--- src/assert_macros.svh ---
// ----------------------------------------------------------------------------
// assert_macros.svh
// Assertion macros shared by the frame builder RTL.
// ----------------------------------------------------------------------------
`ifndef ASSERT_MACROS_SVH
`define ASSERT_MACROS_SVH

`ifndef SYNTHESIS

// Property must hold at every rising edge outside reset.
`define ASSERT_AT(lbl, clk, rst_n, prop) \
    lbl: assert property (@(posedge clk) disable iff (!rst_n) (prop)) \
        else $error("assertion failed: lbl");

// Expression must never be true at a rising edge outside reset.
`define ASSERT_NEVER(lbl, clk, rst_n, expr) \
    lbl: assert property (@(posedge clk) disable iff (!rst_n) !(expr)) \
        else $error("forbidden condition: lbl");

`else

`define ASSERT_AT(lbl, clk, rst_n, prop)
`define ASSERT_NEVER(lbl, clk, rst_n, expr)

`endif

`endif

--- src/ucfb_pkg.sv ---
// ----------------------------------------------------------------------------
// ucfb_pkg
// Shared types and constants for the command frame builder.
// ----------------------------------------------------------------------------
package ucfb_pkg;

    localparam logic [15:0] CRC_SEED = 16'h1234;
    localparam logic [15:0] CRC_POLY = 16'h1021;

    // control of the CRC unit from the sequencer
    typedef struct packed {
        logic init;   // reload seed
        logic feed;   // absorb data byte
    } crc_ctl_t;

endpackage

--- src/ucfb_crc16.sv ---
// ----------------------------------------------------------------------------
// ucfb_crc16
// CRC-16 accumulator, poly 0x1021, MSB first, one byte per cycle on feed.
// ----------------------------------------------------------------------------
`include "assert_macros.svh"

module ucfb_crc16
(
    input  logic                clk,
    input  logic                rst_n,
    input  ucfb_pkg::crc_ctl_t  ctl,
    input  logic [7:0]          data_byte,
    output logic [15:0]         crc
);
    import ucfb_pkg::*;

    logic [15:0] crc_reg;
    logic [15:0] crc_next;

    function automatic logic [15:0] crc_byte(input logic [15:0] c_in, input logic [7:0] b);
        logic [15:0] c;
        c = c_in ^ {b, 8'h00};
        for (int i = 0; i < 8; i++)
        begin
            if (c[15])
                c = {c[14:0], 1'b0} ^ CRC_POLY;
            else
                c = {c[14:0], 1'b0};
        end
        return c;
    endfunction

    always_comb
    begin
        crc_next = crc_reg;
        if (ctl.init)
            crc_next = CRC_SEED;
        else if (ctl.feed)
            crc_next = crc_byte(crc_reg, data_byte);
    end

    always_ff @(posedge clk or negedge rst_n)
    begin
        if (!rst_n)
            crc_reg <= CRC_SEED;
        else
            crc_reg <= crc_next;
    end

    assign crc = crc_reg;

    `ASSERT_AT(a_crc_seed_on_init, clk, rst_n, ctl.init |=> (crc_reg == CRC_SEED))

endmodule

--- src/udp_command_frame_builder.sv ---
// ----------------------------------------------------------------------------
// udp_command_frame_builder
// Builds CRC-protected command datagrams, one byte per output transaction.
// ----------------------------------------------------------------------------
// Usage:
//   Input channel (in_valid / in_stall, mode, packet_count): one transaction
//   is one command. mode 0 start streaming, 1 stop, 2 reset telnet; mode 3 is
//   taken and dropped with no output.
//   Output channel (out_valid / out_stall): one transaction per frame byte,
//   last_byte marks the CRC low byte; streaming carries the flag after the
//   command.
//   Frame: the first byte goes into the output register after the command
//   is registered. Start frames are 10 bytes, stop/telnet 6 bytes.
//   Throughput: a microcoded step counter emits one byte per cycle while the
//   output is not stalled; the next command is taken only after the last
//   byte of the frame is in the single output register.
//   Stall: while out_stall holds a valid byte, the output register and the
//   step counter wait; in_stall stays high while a frame is being sent.
//   Reset: sequence number 0, streaming flag clear, CRC at seed, idle.
// ----------------------------------------------------------------------------
`include "assert_macros.svh"

module udp_command_frame_builder
(
    input  logic        clk,
    input  logic        rst_n,
    input  logic        in_valid,
    output logic        in_stall,
    input  logic [1:0]  mode,
    input  logic [31:0] packet_count,
    output logic        out_valid,
    input  logic        out_stall,
    output logic [7:0]  frame_byte,
    output logic        last_byte,
    output logic        streaming
);
    import ucfb_pkg::*;

    // command codes
    localparam logic [1:0] MODE_START  = 2'd0;
    localparam logic [1:0] MODE_STOP   = 2'd1;
    localparam logic [1:0] MODE_TELNET = 2'd2;

    localparam logic [7:0] CMD_START  = 8'd1;
    localparam logic [7:0] CMD_STOP   = 8'd2;
    localparam logic [7:0] CMD_TELNET = 8'd5;

    localparam logic [7:0] LEN_LONG  = 8'd10;
    localparam logic [7:0] LEN_SHORT = 8'd6;

    localparam int STEP_W = 4;
    localparam logic [STEP_W-1:0] STEP_FIRST  = 4'd0;
    localparam logic [STEP_W-1:0] STEP_CRC_HI = 4'd8;
    localparam logic [STEP_W-1:0] STEP_CRC_LO = 4'd9;

    // byte source select of the microcode
    typedef enum logic [3:0] {
        SRC_ZERO,
        SRC_LEN,
        SRC_SEQ,
        SRC_CODE,
        SRC_CNT3,
        SRC_CNT2,
        SRC_CNT1,
        SRC_CNT0,
        SRC_CRC_HI,
        SRC_CRC_LO
    } byte_src_t;

    typedef struct packed {
        byte_src_t         src;
        logic              crc_feed;
        logic              skip;      // jump to target unless start command
        logic [STEP_W-1:0] target;
        logic              last;      // end of program
    } ctl_word_t;

    // microcode ROM
    function automatic ctl_word_t prog_word(input logic [STEP_W-1:0] step);
        ctl_word_t w;
        w = '{src: SRC_CRC_LO, crc_feed: 1'b0, skip: 1'b0, target: STEP_FIRST, last: 1'b1};
        case (step)
            4'd0: w = '{SRC_ZERO,   1'b1, 1'b0, STEP_FIRST,  1'b0};
            4'd1: w = '{SRC_LEN,    1'b1, 1'b0, STEP_FIRST,  1'b0};
            4'd2: w = '{SRC_SEQ,    1'b1, 1'b0, STEP_FIRST,  1'b0};
            4'd3: w = '{SRC_CODE,   1'b1, 1'b1, STEP_CRC_HI, 1'b0};
            4'd4: w = '{SRC_CNT3,   1'b1, 1'b0, STEP_FIRST,  1'b0};
            4'd5: w = '{SRC_CNT2,   1'b1, 1'b0, STEP_FIRST,  1'b0};
            4'd6: w = '{SRC_CNT1,   1'b1, 1'b0, STEP_FIRST,  1'b0};
            4'd7: w = '{SRC_CNT0,   1'b1, 1'b0, STEP_FIRST,  1'b0};
            4'd8: w = '{SRC_CRC_HI, 1'b0, 1'b0, STEP_FIRST,  1'b0};
            4'd9: w = '{SRC_CRC_LO, 1'b0, 1'b0, STEP_FIRST,  1'b1};
            default: w = '{SRC_CRC_LO, 1'b0, 1'b0, STEP_FIRST, 1'b1};
        endcase
        return w;
    endfunction

    // registers
    logic              busy_reg,      busy_next;
    logic [STEP_W-1:0] step_reg,      step_next;
    logic [7:0]        seq_reg,       seq_next;
    logic [7:0]        seq_frame_reg, seq_frame_next;
    logic              flag_reg,      flag_next;
    logic [1:0]        mode_reg,      mode_next;
    logic [31:0]       count_reg,     count_next;
    logic              out_valid_reg, out_valid_next;
    logic [7:0]        byte_reg,      byte_next;
    logic              last_reg,      last_next;
    logic              strm_reg,      strm_next;

    logic       in_take;
    logic       cmd_ok;
    logic       adv;
    logic       is_start;
    ctl_word_t  ctl;
    crc_ctl_t   crc_ctl;
    logic [15:0] crc;
    logic [7:0] sel_byte;

    assign in_take  = in_valid && !busy_reg;
    assign cmd_ok   = (mode == MODE_START) || (mode == MODE_STOP) || (mode == MODE_TELNET);
    assign adv      = busy_reg && (!out_valid_reg || !out_stall);
    assign is_start = (mode_reg == MODE_START);
    assign ctl      = prog_word(step_reg);

    // byte mux
    always_comb
    begin
        case (ctl.src)
            SRC_ZERO:   sel_byte = 8'h00;
            SRC_LEN:    sel_byte = is_start ? LEN_LONG : LEN_SHORT;
            SRC_SEQ:    sel_byte = seq_frame_reg;
            SRC_CODE:
            begin
                if (mode_reg == MODE_START)
                    sel_byte = CMD_START;
                else if (mode_reg == MODE_STOP)
                    sel_byte = CMD_STOP;
                else
                    sel_byte = CMD_TELNET;
            end
            SRC_CNT3:   sel_byte = count_reg[31:24];
            SRC_CNT2:   sel_byte = count_reg[23:16];
            SRC_CNT1:   sel_byte = count_reg[15:8];
            SRC_CNT0:   sel_byte = count_reg[7:0];
            SRC_CRC_HI: sel_byte = crc[15:8];
            SRC_CRC_LO: sel_byte = crc[7:0];
            default:    sel_byte = 8'h00;
        endcase
    end

    assign crc_ctl.init = in_take && cmd_ok;
    assign crc_ctl.feed = adv && ctl.crc_feed;

    ucfb_crc16 u_crc
    (
        .clk       (clk),
        .rst_n     (rst_n),
        .ctl       (crc_ctl),
        .data_byte (sel_byte),
        .crc       (crc)
    );

    // sequencer and command state
    always_comb
    begin
        busy_next      = busy_reg;
        step_next      = step_reg;
        seq_next       = seq_reg;
        seq_frame_next = seq_frame_reg;
        flag_next      = flag_reg;
        mode_next      = mode_reg;
        count_next     = count_reg;

        if (in_take && cmd_ok)
        begin
            busy_next      = 1'b1;
            step_next      = STEP_FIRST;
            mode_next      = mode;
            count_next     = packet_count;
            seq_frame_next = seq_reg;
            seq_next       = seq_reg + 8'd1;
            if (mode == MODE_START)
                flag_next = 1'b1;
            else if (mode == MODE_STOP)
                flag_next = 1'b0;
        end
        else if (adv)
        begin
            if (ctl.last)
            begin
                busy_next = 1'b0;
                step_next = STEP_FIRST;
            end
            else if (ctl.skip && !is_start)
                step_next = ctl.target;
            else
                step_next = step_reg + 4'd1;
        end
    end

    // output register
    always_comb
    begin
        out_valid_next = out_valid_reg;
        byte_next      = byte_reg;
        last_next      = last_reg;
        strm_next      = strm_reg;
        if (adv)
        begin
            out_valid_next = 1'b1;
            byte_next      = sel_byte;
            last_next      = ctl.last;
            strm_next      = flag_reg;
        end
        else if (!out_stall)
            out_valid_next = 1'b0;
    end

    always_ff @(posedge clk or negedge rst_n)
    begin
        if (!rst_n)
        begin
            busy_reg      <= 1'b0;
            step_reg      <= STEP_FIRST;
            seq_reg       <= 8'd0;
            flag_reg      <= 1'b0;
            out_valid_reg <= 1'b0;
        end
        else
        begin
            busy_reg      <= busy_next;
            step_reg      <= step_next;
            seq_reg       <= seq_next;
            flag_reg      <= flag_next;
            out_valid_reg <= out_valid_next;
        end
    end

    always_ff @(posedge clk)
    begin
        seq_frame_reg <= seq_frame_next;
        mode_reg      <= mode_next;
        count_reg     <= count_next;
        byte_reg      <= byte_next;
        last_reg      <= last_next;
        strm_reg      <= strm_next;
    end

    assign in_stall   = busy_reg;
    assign out_valid  = out_valid_reg;
    assign frame_byte = byte_reg;
    assign last_byte  = last_reg;
    assign streaming  = strm_reg;

    `ASSERT_AT(a_last_ends_frame, clk, rst_n, (adv && ctl.last) |=> !busy_reg)
    `ASSERT_NEVER(a_step_in_program, clk, rst_n, busy_reg && (step_reg > STEP_CRC_LO))
    `ASSERT_AT(a_start_sets_flag, clk, rst_n, (in_take && (mode == MODE_START)) |=> flag_reg)
    `ASSERT_AT(a_seq_advances, clk, rst_n, (in_take && cmd_ok) |=> (seq_reg == $past(seq_reg) + 8'd1))

endmodule

--- config.mk ---
export PLATFORM = sky130hd
export DESIGN_NAME = udp_command_frame_builder
export DESIGN_NICKNAME = d
export VERILOG_FILES = /design/src/ucfb_pkg.sv /design/src/ucfb_crc16.sv /design/src/udp_command_frame_builder.sv
export VERILOG_INCLUDE_DIRS = /design/src /design/src/src
export SDC_FILE = /design/constraint.sdc
export NUM_CORES = 1
export LEC_CHECK = 0
export BUFFER_PORTS_ARGS = -buffer_cell sky130_fd_sc_hd__buf_2
export CAP_MARGIN = 20
export CELL_PAD_IN_SITES_DETAIL_PLACEMENT = 0
export CELL_PAD_IN_SITES_GLOBAL_PLACEMENT = 1
export CORE_UTILIZATION = 47
export DETAILED_ROUTE_END_ITERATION = 6
export GPL_ROUTABILITY_DRIVEN = 0
export PLACE_DENSITY_LB_ADDON = 0.15
export SETUP_SLACK_MARGIN = 0.05
export SLEW_MARGIN = 15
export SYNTH_ARGS = -nofsm -noshare
export SYNTH_HDL_FRONTEND = slang
export SYNTH_SLANG_ARGS = --single-unit
--- constraint.sdc ---
create_clock -name clk -period 3 [get_ports clk]
set_input_delay 0.3 -clock clk [delete_from_list [all_inputs] [get_ports clk]]
set_output_delay 0.3 -clock clk [all_outputs]
set_load 0.005 [all_outputs]
== Word level (Yosys, flattened, before mapping) ==
Memory sizes are Yosys's and may differ from the RTL's.
Cells that the tools add are included.
Word-level totals
  register bits after elaboration: 83
  input bits: 38
  memories kept: 1
  memory bits (read-only): 128
  output and inout port bits: 12
  word-level logic and storage cells: 96
Memories
  (no name shown): depth 16, width 8, rd ports 1, clocked after Yosys merged registers in 0, write ports 0, RTL line udp_command_frame_builder.sv:82  | case (step)
Operators by class
  add/subtract/negate cells: 2
  reduce and logical (&&, ||, !) cells: 20
  equality and inequality tests: 13
  bitwise operators: 9
  multiplexer cells: 39
Operator list (count)
  two-way mux 16 bit: 16
  two-way mux 13 bit: 8
  one-hot mux 8 bit (9 select lines): 1
  inverter 3 bit: 8
  two-way mux 4 bit: 5
  equality test 4 x 3 -> 1 bit (second input constant): 4
  XOR 16 bit: 1
  adder 8 x 1 -> 8 bit (second input constant): 1
  equality test 4 x 2 -> 1 bit (second input constant): 2
  equality test 4 bit (second input constant): 2
  nonzero test 2 bit: 4
  two-way mux 1 bit: 7
  two-way mux 3 bit: 2
  logical AND 1 bit: 5
  adder 4 x 1 -> 4 bit (second input constant): 1
  equality test 2 x 1 -> 1 bit (second input constant): 2
  equality test 4 x 1 -> 1 bit (second input constant): 1
  logical NOT 1 bit: 4
  logical NOT 2 bit: 2
  AND reduction 2 bit: 2
  logical OR 1 bit: 3
  equality test 2 bit (second input constant): 1
  != test 2 x 1 -> 1 bit (second input constant): 1

== Depth between registers and ports, before layout ==
Gate-level depths: netlist of run 1.
  depth in word-level cells: 37
  depth in mapped cells: 12
  mapped depth without buffers: 9

== Hierarchy ==
A second synthesis of run 1 with hierarchy kept.
Second synthesis, totals
  cells, all modules: 278
  area, all modules: 3893.7 um2
Modules (own cells, without submodules)
  udp_command_frame_builder: cells each 198, times used 1, area an instance 2841.5 um2
  ucfb_crc16: cells each 80, times used 1, area an instance 1052.3 um2

== Worst setup path after synthesis of run 1 ==
No wires, ideal clock.
  path type: flip-flop to flip-flop
  start: register busy_reg, in the netlist in_stall
  end: register seq_reg[6]
  setup time: 126 ps
  required time: 2874 ps
  path slack: 291 ps
  data arrival time: 2583 ps
  period minus slack after synthesis: 2709 ps
  cell stages (with the launch flop): 6
  cell sequence: dfrtp_1 > nand3b_1 > inv_1 > clkbuf_1 > nand4_1 > xnor2_1
Between the ends
  longest elaborated chain between the ends: 3
RTL lines
  from (decl): RTL line udp_command_frame_builder.sv:99  | logic busy_reg, busy_next;
  from (signal assigned): RTL line udp_command_frame_builder.sv:232  | busy_reg <= busy_next;
  logical NOT 1 bit: RTL line udp_command_frame_builder.sv:120  | assign in_take = in_valid && !busy_reg;
  logical AND 1 bit: RTL line udp_command_frame_builder.sv:120
  logical AND 1 bit: RTL line udp_command_frame_builder.sv:175  | if (in_take && cmd_ok)
  to (signal assigned): RTL line udp_command_frame_builder.sv:234  | seq_reg <= seq_next;
  to (decl): RTL line udp_command_frame_builder.sv:101  | logic [7:0] seq_reg, seq_next;
Every way passes these cells.
A chain may end at the register's enable or synchronous reset.

== Final worst setup path of run 1 ==
  start: register step_reg[1]
  end: register u_crc.crc_reg[5], in the netlist u_crc.crc[5]
Between the ends
  elaborated cells on any way between the ends: 40
  classes of those cells: eq/ne: 9; mux: 25; bitwise: 3; reduce/logical: 2; memory: 1
RTL lines
  from (decl): RTL line udp_command_frame_builder.sv:100  | logic [STEP_W-1:0] step_reg, step_next;
  from (signal assigned): RTL line udp_command_frame_builder.sv:233  | step_reg <= step_next;
  memory (16 x 8 bit) (*)
  equality test 4 bit, or another cell as far along: RTL line udp_command_frame_builder.sv:129  | case (ctl.src)
  one-hot mux 8 bit (9 select lines) (*): RTL line udp_command_frame_builder.sv:129
  named net sel_byte[4]: RTL line udp_command_frame_builder.sv:118  | logic [7:0] sel_byte;
  XOR 16 bit (*): RTL line ucfb_crc16.sv:22  | c = c_in ^ {b, 8'h00};
  two-way mux 16 bit (*): RTL line ucfb_crc16.sv:38  | else if (ctl.feed)
  two-way mux 16 bit (*): RTL line ucfb_crc16.sv:36  | if (ctl.init)
  two-way mux 16 bit (*): RTL line ucfb_crc16.sv:38
  [... 7 more ...]
  two-way mux 16 bit (*): RTL line ucfb_crc16.sv:36
  two-way mux 16 bit (*): RTL line ucfb_crc16.sv:38
  two-way mux 16 bit (*): RTL line ucfb_crc16.sv:36
  two-way mux 16 bit (*): RTL line ucfb_crc16.sv:38
  two-way mux 16 bit (*): RTL line ucfb_crc16.sv:36
  two-way mux 13 bit (*): RTL line ucfb_crc16.sv:25  | if (c[15])
  two-way mux 16 bit (*): RTL line ucfb_crc16.sv:38
  two-way mux 16 bit (*): RTL line ucfb_crc16.sv:36
  to (signal assigned): RTL line ucfb_crc16.sv:47  | crc_reg <= crc_next;
  to (decl): RTL line ucfb_crc16.sv:17  | logic [15:0] crc_reg;
The timed path passes the listed nets; every way through them passes the cells marked *. The select of a mux whose other input is x is not followed.

==> results.json, run 1 <==
{
  "drt_iter0_markers": 169,
  "yosys-top-cells-area": "edfxtp_1, dfrtp_1, mux2i_1",
  "setup_viol": 0,
  "dp_hpwl_um": 5560,
  "path_class": "reg2reg",
  "finalCritPeriodShare": 0.862,
  "ir_drop_v": 0.000420,
  "ys.warnings.count": 0,
  "drive_gt1_frac": 0.265,
  "slowest_delay_ns": 0.38,
  "largest_reg_flops": 32,
  "path_clk_slew_ns": 0.09,
  "wl_met2_um": 3830,
  "port_buffers": 49,
  "fmax_mhz": 387,
  "numCtsBuffers": 9,
  "io_pins": 50,
  "dr_wl_met3_um": 263,
  "die-height_um": 91.4,
  "insertion_delay_ns": 0.35,
  "path_cells": "inv_1 -> ha_1 -> nor2b_1 -> buf_4 -> mux2_4 -> a211o_1 -> xor2_2 -> xnor2_2 -> xor2_1 -> a21oi_1",
  "n_antenna_cell": 0,
  "crit_slowest_cell": "dfrtp_1",
  "fin_area_mm2": 0.00434,
  "violations": "negative hold slack",
  "drv_slew": 0,
  "skew_ns": 0.0106,
  "leakage_uw": 0.00172,
  "fin_crit_ns": 2.59,
  "drcViolationCount": 0,
  "viasPerCell": 5.41,
  "cp_max_fo": 9,
  "cp-end-kind": "flip-flop",
  "synth_fp_nets": 323,
  "nNetsFinal": 377,
  "layout.cells.non_filler": 442,
  "gr-total-overflow": 0,
  "maxCapViolations": 0,
  "via_count": 2390,
  "root_buffer": "clkbuf_8",
  "arrival_ns": 2.85,
  "htreeDepth": 3,
  "rsz0062_at_grt": "false",
  "grt_max_degree": 32,
  "fp.coreArea_mm2": 0.00773,
  "synth-seq-cells": 83,
  "cts_setup_buffers": 0,
  "synth_area_mm2": 0.00376,
  "initial_core_util": 0.486,
  "hold_buffers": 0,
  "yosysTopAreaCell": "edfxtp_1",
  "placed_area_mm2": 0.00413,
  "relSlewSlack": 0.509,
  "die-area_mm2": 0.00835,
  "antenna_found_initial": 0,
  "synthCells": 281,
  "whs_ns": -0.000262,
  "grt_pass1_wl_um": 12700,
  "p_per_area_mw_per_mm2": 1140,
  "dp.cells": 426,
  "wl_per_cell_um": 17.7,
  "grt_pass1_vias": 2456,
  "syn2layout_area_growth_pct": 15.4,
  "antenna_left": 0,
  "ys.flop_type": "edfxtp_1",
  "grtUsageTotal": 0.206,
  "cts_sinks": 83,
  "cts_tree": "built",
  "syn_avg_cell_area_um2": 13.4,
  "hold_violations": 2,
  "outcome": "finished, violations left",
  "finalSetupTns_ns": 0,
  "cp-start-kind": "flip-flop",
  "highest_layer": "met4",
  "post_cts_resized": 0,
  "crit_required_ns": 3.26,
  "synth_edf_count": 52,
  "seq_area_frac_synth": 0.624,
  "synthArstFlopShare": 0.373,
  "num_rows": 32,
  "min_path_type": "in2async",
  "dieWidth_um": 91.4,
  "firstDrtPassIters": 4,
  "cts.path.max_buffers": 2,
  "worstRegToRegCells": 10,
  "synth.distinct_cells": 57,
  "yosys.area.top_type_share": 0.416,
  "worstMarginPinSlew_ns": 0.737,
  "wl_met1_um": 3600,
  "routed_wl_um": 7830
}
## stage by stage
| stage | util | worst slack (ns) | power, uW | hold WS, ns |
|---|---|---|---|---|
| finish | 0.561 | 0.413 | 4930 | -0.000262 |
| global route | 0.561 | 0.256 | 5290 | 0.0600 |
| CTS | 0.561 | 0.429 | 4970 | 0.0178 |
| detailed placement | 0.534 | 0.449 | 4130 | 0.413 |
| global placement | 0.534 | 0.444 | 4110 | 0.404 |
| floorplan | - | 0.291 | 3590 | 0.00441 |
## cells in the final DEF (no fill, tap or decap), drive strengths merged, types with 6 or more instances in the layout
| cell | instances |
|---|---|
| dfrtp | 26 |
| o21ai | 25 |
| clkbuf | 10 |
| buf | 56 |
| nand2 | 21 |
| a21oi | 7 |
| mux2i | 14 |
| xor2 | 14 |
| nand3 | 17 |
| nor2 | 6 |
| mux2 | 7 |
| inv | 10 |
| edfxtp | 52 |
| xnor2 | 16 |
## critical path: cells and delay by family, from the launching register on
| family | cells | cell delay [ns] |
|---|---|---|
| fa+ha+maj | 1 | 0.19 |
| buf+inv | 2 | 0.34 |
| simple gates | 1 | 0.13 |
| xor+xnor | 3 | 0.67 |
| flops | 1 | 0.38 |
| compound gates | 2 | 0.45 |
| mux | 1 | 0.31 |
## cell type report
class | count | area [um2]
Clock buffer | 10 | 138
Clock inverter | 6 | 71.3
Fill cell | 685 | 3390
Inverter | 8 | 30.0
Multi-Input combinational cell | 177 | 1320
Sequential cell | 83 | 2340
Tap cell | 102 | 128
Timing Repair Buffer | 56 | 310
## routing by layer
layer	vias to the layer above	track usage
met5	-	0
met4	0	0.0966
met3	14	0.0335
met1	1168	0.273
li1	1149	-
met2	59	0.331
## where the power goes
part	internal [uW]	total, uW	leakage, uW	switching, uW
Clock	414	829	0.0000995	415
Sequential	1630	1930	0.000864	295
Combinational	984	2170	0.000757	1190
Total	3030	4930	0.00172	1900
## Yosys cell counts, types with 2 or more instances
| cell type | instances |
|---|---|
| o21ai_1 | 13 |
| nor2b_1 | 2 |
| nor2_1 | 6 |
| inv_1 | 7 |
| xor2_2 | 3 |
| clkbuf_1 | 4 |
| a21oi_1 | 7 |
| nand4_1 | 2 |
| o2111ai_1 | 2 |
| dfrtp_1 | 26 |
| nand3b_1 | 2 |
| nand2b_1 | 2 |
| mux2_1 | 6 |
| xor2_1 | 11 |
| o21ai_0 | 12 |
| buf_2 | 6 |
| nand3_1 | 17 |
| nor3b_1 | 2 |
| xnor2_1 | 13 |
| mux2i_1 | 14 |
| a32oi_1 | 2 |
| nor3_1 | 5 |
| ha_1 | 4 |
| edfxtp_1 | 52 |
| nor4bb_1 | 2 |
| dfstp_2 | 5 |
| nand2_1 | 21 |
| xnor2_2 | 3 |
| a211o_1 | 2 |
## logic make-up (layout without fill, tap and decap cells)
logic type | Yosys count | count (layout) | share of synthesized area
fa+ha+maj | 4 | 4 | 0.0133
buf+inv | 21 | 80 | 0.0260
xor+xnor | 31 | 31 | 0.0883
flops | 83 | 83 | 0.624
simple gates | 68 | 68 | 0.0949
mux | 21 | 21 | 0.0593
compound gates | 53 | 53 | 0.0943
## final timing paths
check                                     end  slack [ns]       startpoint
worst max-delay path             u_crc.crc[5]        0.41      step_reg[1]
worst min-delay path            u_crc.crc[10]     -0.0003            rst_n
worst max register to register   u_crc.crc[5]        0.41      step_reg[1]
worst min register to register      streaming        0.45         flag_reg
max in group asynchronous          seq_reg[5]        2.52            rst_n
min in group clk                 count_reg[1]        0.11  packet_count[1]
Note: power is estimated with default switching activity, not from simulation.
==> run 2: changes to the inputs <==
--- a/config.mk
+++ b/config.mk
@@ -14,6 +14,7 @@
 export DETAILED_ROUTE_END_ITERATION = 6
 export GPL_ROUTABILITY_DRIVEN = 0
 export PLACE_DENSITY_LB_ADDON = 0.15
+export RECOVER_POWER = 100
 export SETUP_SLACK_MARGIN = 0.05
 export SLEW_MARGIN = 15
 export SYNTH_ARGS = -nofsm -noshare
==> run 2 against run 1 <==
The flow finishes with violations (max-capacitance violations, max-slew violations). Cell count stayed put. Utilization shrank 0.68 points. Combinational power decreased by 6%. Design area down 1.2%. Sequential share of layout area rose by 0.66 points. Register-to-register slack got worse by 0.09 ns. Largest power group unchanged.
==> results.json, run 2 (synthesis results as in run 1) <==
{
  "drive_gt1_frac": 0.224,
  "fmax_mhz": 373,
  "cp_max_fo": 9,
  "r2r_slack_ns": 0.32,
  "antenna_found_initial": 0,
  "maxCapViolations": 1,
  "fp.coreArea_mm2": 0.00773,
  "numCtsBuffers": 9,
  "arrival_ns": 2.89,
  "syn2layout_area_growth_pct": 14.0,
  "drt_iter0_markers": 181,
  "fillers": 693,
  "outcome": "finished, violations left",
  "n_antenna_cell": 0,
  "dp_hpwl_um": 5560,
  "dp.cells": 426,
  "post_cts_resized": 0,
  "cts_setup_buffers": 0,
  "layout.cells.non_filler": 442,
  "relSlewSlack": -0.203,
  "hold_depth": 1,
  "setup_slack_ns": 0.319,
  "worstRegToRegCells": 10,
  "grt_pass1_wl_um": 12700,
  "die-area_mm2": 0.00835,
  "wl_per_cell_um": 17.9,
  "port_buffers": 49,
  "viasPerCell": 5.49,
  "cts.path.max_buffers": 2,
  "path_clk_slew_ns": 0.09,
  "whs_ns": 0.117,
  "num_rows": 32,
  "worstMarginPinSlew_ns": 1.80,
  "routed_wl_um": 7920,
  "largest_reg_flops": 32,
  "skew_ns": 0.0104,
  "root_buffer": "clkbuf_8",
  "via_count": 2428,
  "drv_slew": 32,
  "leakage_uw": 0.00169,
  "r2r_start": "step_reg[1]",
  "io_pins": 50,
  "htreeDepth": 3,
  "firstDrtPassIters": 7,
  "drcViolationCount": 0,
  "min_path_type": "in2reg",
  "mostFrequentLayoutCells": "edfxtp_1, buf_2, dfrtp_1",
  "rsz0062_at_grt": "false",
  "whs_endpoint": "count_reg[1]",
  "crit_required_ns": 3.21,
  "finalCritPeriodShare": 0.894,
  "grt_pass1_vias": 2456,
  "initial_core_util": 0.486,
  "cp-end-kind": "flip-flop",
  "hp-start": "packet_count[1]",
  "dieWidth_um": 91.4,
  "hold_violations": 0,
  "violations": "max-capacitance violations, max-slew violations",
  "setup_viol": 0,
  "cp-start-kind": "flip-flop",
  "insertion_delay_ns": 0.35,
  "path_class": "reg2reg",
  "fin_crit_ns": 2.68,
  "p_per_area_mw_per_mm2": 1120,
  "nNetsFinal": 377,
  "place_ws_ns": 0.449,
  "gr-total-overflow": 0,
  "finalSetupTns_ns": 0,
  "final_common_cell": "edfxtp_1",
  "grt_max_degree": 32,
  "fin_area_mm2": 0.00428,
  "placed_area_mm2": 0.00413,
  "hold_buffers": 0,
  "crit_path_start": "step_reg[1]",
  "cts_sinks": 83,
  "die-height_um": 91.4,
  "grtUsageTotal": 0.206,
  "r2r_end": "u_crc.crc[7]",
  "antenna_left": 0,
  "cts_tree": "built",
  "ir_drop_v": 0.000418
}
## run 2: changes by cell type in the layout (fill, tap and decap cells not counted), moves of 2 or more
cell / before / now
buf_4: 6 / 4
xnor2_1: 13 / 15
xnor2_2: 3 / 1
o21ai_0: 12 / 19
clkbuf_1: 0 / 6
xor2_1: 11 / 13
inv_2: 2 / 0
inv_1: 6 / 8
buf_2: 49 / 45
xor2_2: 3 / 1
o21ai_1: 13 / 6
## run 2: worst max-delay path by stage
stage | endpoint | slack (ns)
6_report | u_crc.crc[7] | 0.32
5_1_grt | u_crc.crc[5] | 0.15
4_1_cts | u_crc.crc[5] | 0.43
3_5_place_dp | u_crc.crc[5] | 0.45
3_3_place_gp | u_crc.crc[5] | 0.44
2_1_floorplan | seq_reg[6] | 0.29
## run 2: report_power, final
group	total, uW	switching, uW	internal [uW]
logic	2050	1150	905
clock network	829	415	414
registers	1930	291	1640
## run 2: worst max-delay path, cell delays in order, from the launching register on
cell	delay, ns
dfrtp_1	0.38
inv_1	0.14
ha_1	0.19
nor2b_1	0.13
buf_4	0.19
mux2_1	0.33
a211o_1	0.33
xor2_1	0.33
xnor2_1	0.25
xor2_1	0.18
o21ai_0	0.09
## run 2: final cells by class
type	instances	area, um2	area share
Sequential cell	83	2340	0.547
Multi-Input combinational cell	177	1270	0.298
Timing Repair Buffer	56	298	0.0695
Clock buffer	10	138	0.0321
Tap cell	102	128	0.0298
Clock inverter	6	71.3	0.0167
Inverter	8	30.0	0.00701
## run 2: metrics by stage
| step | util | power (uW) |
|---|---|---|
| after floorplan | - | 3590 |
| after global placement | 0.534 | 4110 |
| after detailed placement | 0.534 | 4130 |
| after CTS | 0.561 | 4970 |
| after global routing | 0.554 | 5150 |
| final | 0.554 | 4810 |
## run 2: routing by layer
layer  routed length (um)  vias to the layer above  part of all wire  track usage
li1                     -                     1149                 -            -
met2                 3900                       71              0.49        0.331
met3                  319                       16             0.040       0.0335
met5                    0                        -                 0            0
met4                  124                        0             0.016       0.0966
met1                 3570                     1192              0.45        0.273
==> run 3: changes to the inputs <==
--- a/config.mk
+++ b/config.mk
@@ -10,7 +10,7 @@
 export CAP_MARGIN = 20
 export CELL_PAD_IN_SITES_DETAIL_PLACEMENT = 0
 export CELL_PAD_IN_SITES_GLOBAL_PLACEMENT = 1
-export CORE_UTILIZATION = 47
+export CORE_UTILIZATION = 42
 export DETAILED_ROUTE_END_ITERATION = 6
 export GPL_ROUTABILITY_DRIVEN = 0
 export PLACE_DENSITY_LB_ADDON = 0.15
==> constraint.sdc (replaced) <==
create_clock -name clk -period 2.2 [get_ports clk]
set_input_delay 0.22 -clock clk [delete_from_list [all_inputs] [get_ports clk]]
set_output_delay 0.22 -clock clk [all_outputs]
set_load 0.005 [all_outputs]
==> run 3 against run 2 <==
The run ends with max-capacitance violations, max-slew violations, negative setup slack left. Register-to-register slack got worse by 0.45 ns. Sequential share of layout area decreased by 5.6 points. Setup slack got worse by 0.45 ns. Worst hold slack got worse by 0.082 ns. Die area increased by 12%. Global-route usage decreased by 0.27 points. Critical endpoint is now u_crc.crc[5].
==> results.json, run 3 (synthesis results as in run 1) <==
{
  "r2r_slack_ns": -0.13,
  "min_path_type": "in2reg",
  "cts_tree": "built",
  "path_clk_slew_ns": 0.08,
  "cp_max_fo": 3,
  "rsz0062_at_grt": "true",
  "drt_iter0_markers": 78,
  "crit_required_ns": 2.47,
  "fp.coreArea_mm2": 0.00868,
  "grt_pass1_vias": 2577,
  "die-height_um": 96.6,
  "setup_viol": 9,
  "outcome": "finished, violations left",
  "skew_ns": 0.0108,
  "grt_max_degree": 33,
  "violations": "max-capacitance violations, max-slew violations, negative setup slack",
  "io_pins": 50,
  "gr-total-overflow": 0,
  "cts_sinks": 83,
  "p_int_uw": 4940,
  "htreeDepth": 3,
  "n_antenna_cell": 0,
  "root_buffer": "clkbuf_8",
  "firstDrtPassIters": 4,
  "grtUsageTotal": 0.203,
  "dp_hpwl_um": 6220,
  "fillers": 794,
  "hold_violations": 0,
  "clock_power_share": 0.136,
  "ir_drop_v": 0.000631,
  "mostFrequentLayoutCells": "edfxtp_1, buf_4, buf_2",
  "fmax_mhz": 429,
  "die-area_mm2": 0.00932,
  "combPwrFrac": 0.531,
  "via_count": 2519,
  "cp-end-kind": "flip-flop",
  "nNetsFinal": 424,
  "drcViolationCount": 0,
  "seq_power_share": 0.332,
  "power_uw": 7850,
  "path_class": "reg2reg",
  "wl_per_cell_um": 17.1,
  "port_buffers": 49,
  "finalCritPeriodShare": 1.06,
  "p_sw_uw": 2910,
  "drive_gt1_frac": 0.346,
  "cts.path.max_buffers": 2,
  "cp-start-kind": "flip-flop",
  "antenna_left": 0,
  "initial_core_util": 0.433,
  "setup_slack_ns": -0.131,
  "relSlewSlack": -0.147,
  "antenna_found_initial": 0,
  "syn2layout_area_growth_pct": 27.1,
  "maxCapViolations": 1,
  "placed_area_mm2": 0.00446,
  "sw_frac_of_total": 0.371,
  "register_area_mm2": 0.00234,
  "grt_pass1_wl_um": 13400,
  "worstMarginPinSlew_ns": 1.72,
  "routed_wl_um": 8450,
  "multiInputGateArea_mm2": 0.00143,
  "final_common_cell": "edfxtp_1",
  "leakage_uw": 0.00194,
  "dieWidth_um": 96.6,
  "largest_reg_flops": 32,
  "drv_slew": 32,
  "insertion_delay_ns": 0.35,
  "viasPerCell": 5.09,
  "arrival_ns": 2.60,
  "fin_area_mm2": 0.00477,
  "p_per_area_mw_per_mm2": 1640,
  "fin_crit_ns": 2.33,
  "num_rows": 34,
  "numCtsBuffers": 9
}
[run 3: cell type report]
| cell class | instances | area share |
|---|---|---|
| Clock inverter | 6 | 0.0136 |
| Clock buffer | 10 | 0.0267 |
| Inverter | 8 | 0.00734 |
| Multi-Input combinational cell | 177 | 0.300 |
| Tap cell | 108 | 0.0283 |
| Sequential cell | 83 | 0.491 |
| Timing Repair Buffer | 103 | 0.133 |
[run 3: final timing paths]
kind,startpoint,end,cells past startpoint
max in group asynchronous,rst_n,seq_reg[5],2
max reg2reg,step_reg[0],u_crc.crc[5],10
min,packet_count[9],count_reg[9],1
min reg2reg,flag_reg,streaming,0
max,step_reg[0],u_crc.crc[5],10
min in group asynchronous,rst_n,step_reg[3],2
[run 3: power groups by stage]
| stage | logic, uW | clock network [uW] | registers, uW |
|---|---|---|---|
| after global placement | 3760 | 0 | 2610 |
| final | 4170 | 1070 | 2610 |
| after detailed placement | 3820 | 0 | 2610 |
| after CTS | 4010 | 1110 | 2590 |
| after floorplan | 2510 | 0 | 2500 |
| after global routing | 4600 | 1160 | 2670 |
[run 3: per-layer routing]
metal,share of wire,global-route usage,vias up
met3,0.027,0.0446,12
met4,0.014,0.0551,0
li1,-,-,1235
met1,0.46,0.266,1234
met5,0,0,-
met2,0.50,0.342,38
[run 3: stage by stage]
step	setup slack (ns)	instances	util	hold WS (ns)	setup TNS, ns
global route	-0.230	495	0.550	0.0122	-2.31
global placement	-0.137	471	0.513	0.322	-0.632
CTS	-0.110	492	0.544	0.0160	-0.663
finish	-0.131	495	0.550	0.0345	-0.671
detailed placement	-0.175	471	0.513	0.321	-0.813
floorplan	-0.328	281	-	-0.0756	-2.24
[run 3: repair_timing]
item                                    in CTS  in global routing
gates resized for setup                      5                 14
hold endpoints to repair                    26                  0
buffers inserted                             4                  3
pin swaps                                    4                 12
endpoints found under the setup margin      15                 16
hold buffers                                 1                  0
[run 3: critical path: stages (launching register included)]
cell	delay, ns
dfrtp_1	0.43
inv_4	0.08
ha_4	0.12
nor2b_4	0.19
buf_6	0.13
mux2_4	0.28
a211o_1	0.34
xor2_2	0.18
xnor2_2	0.25
xor2_1	0.17
a21oi_1	0.08
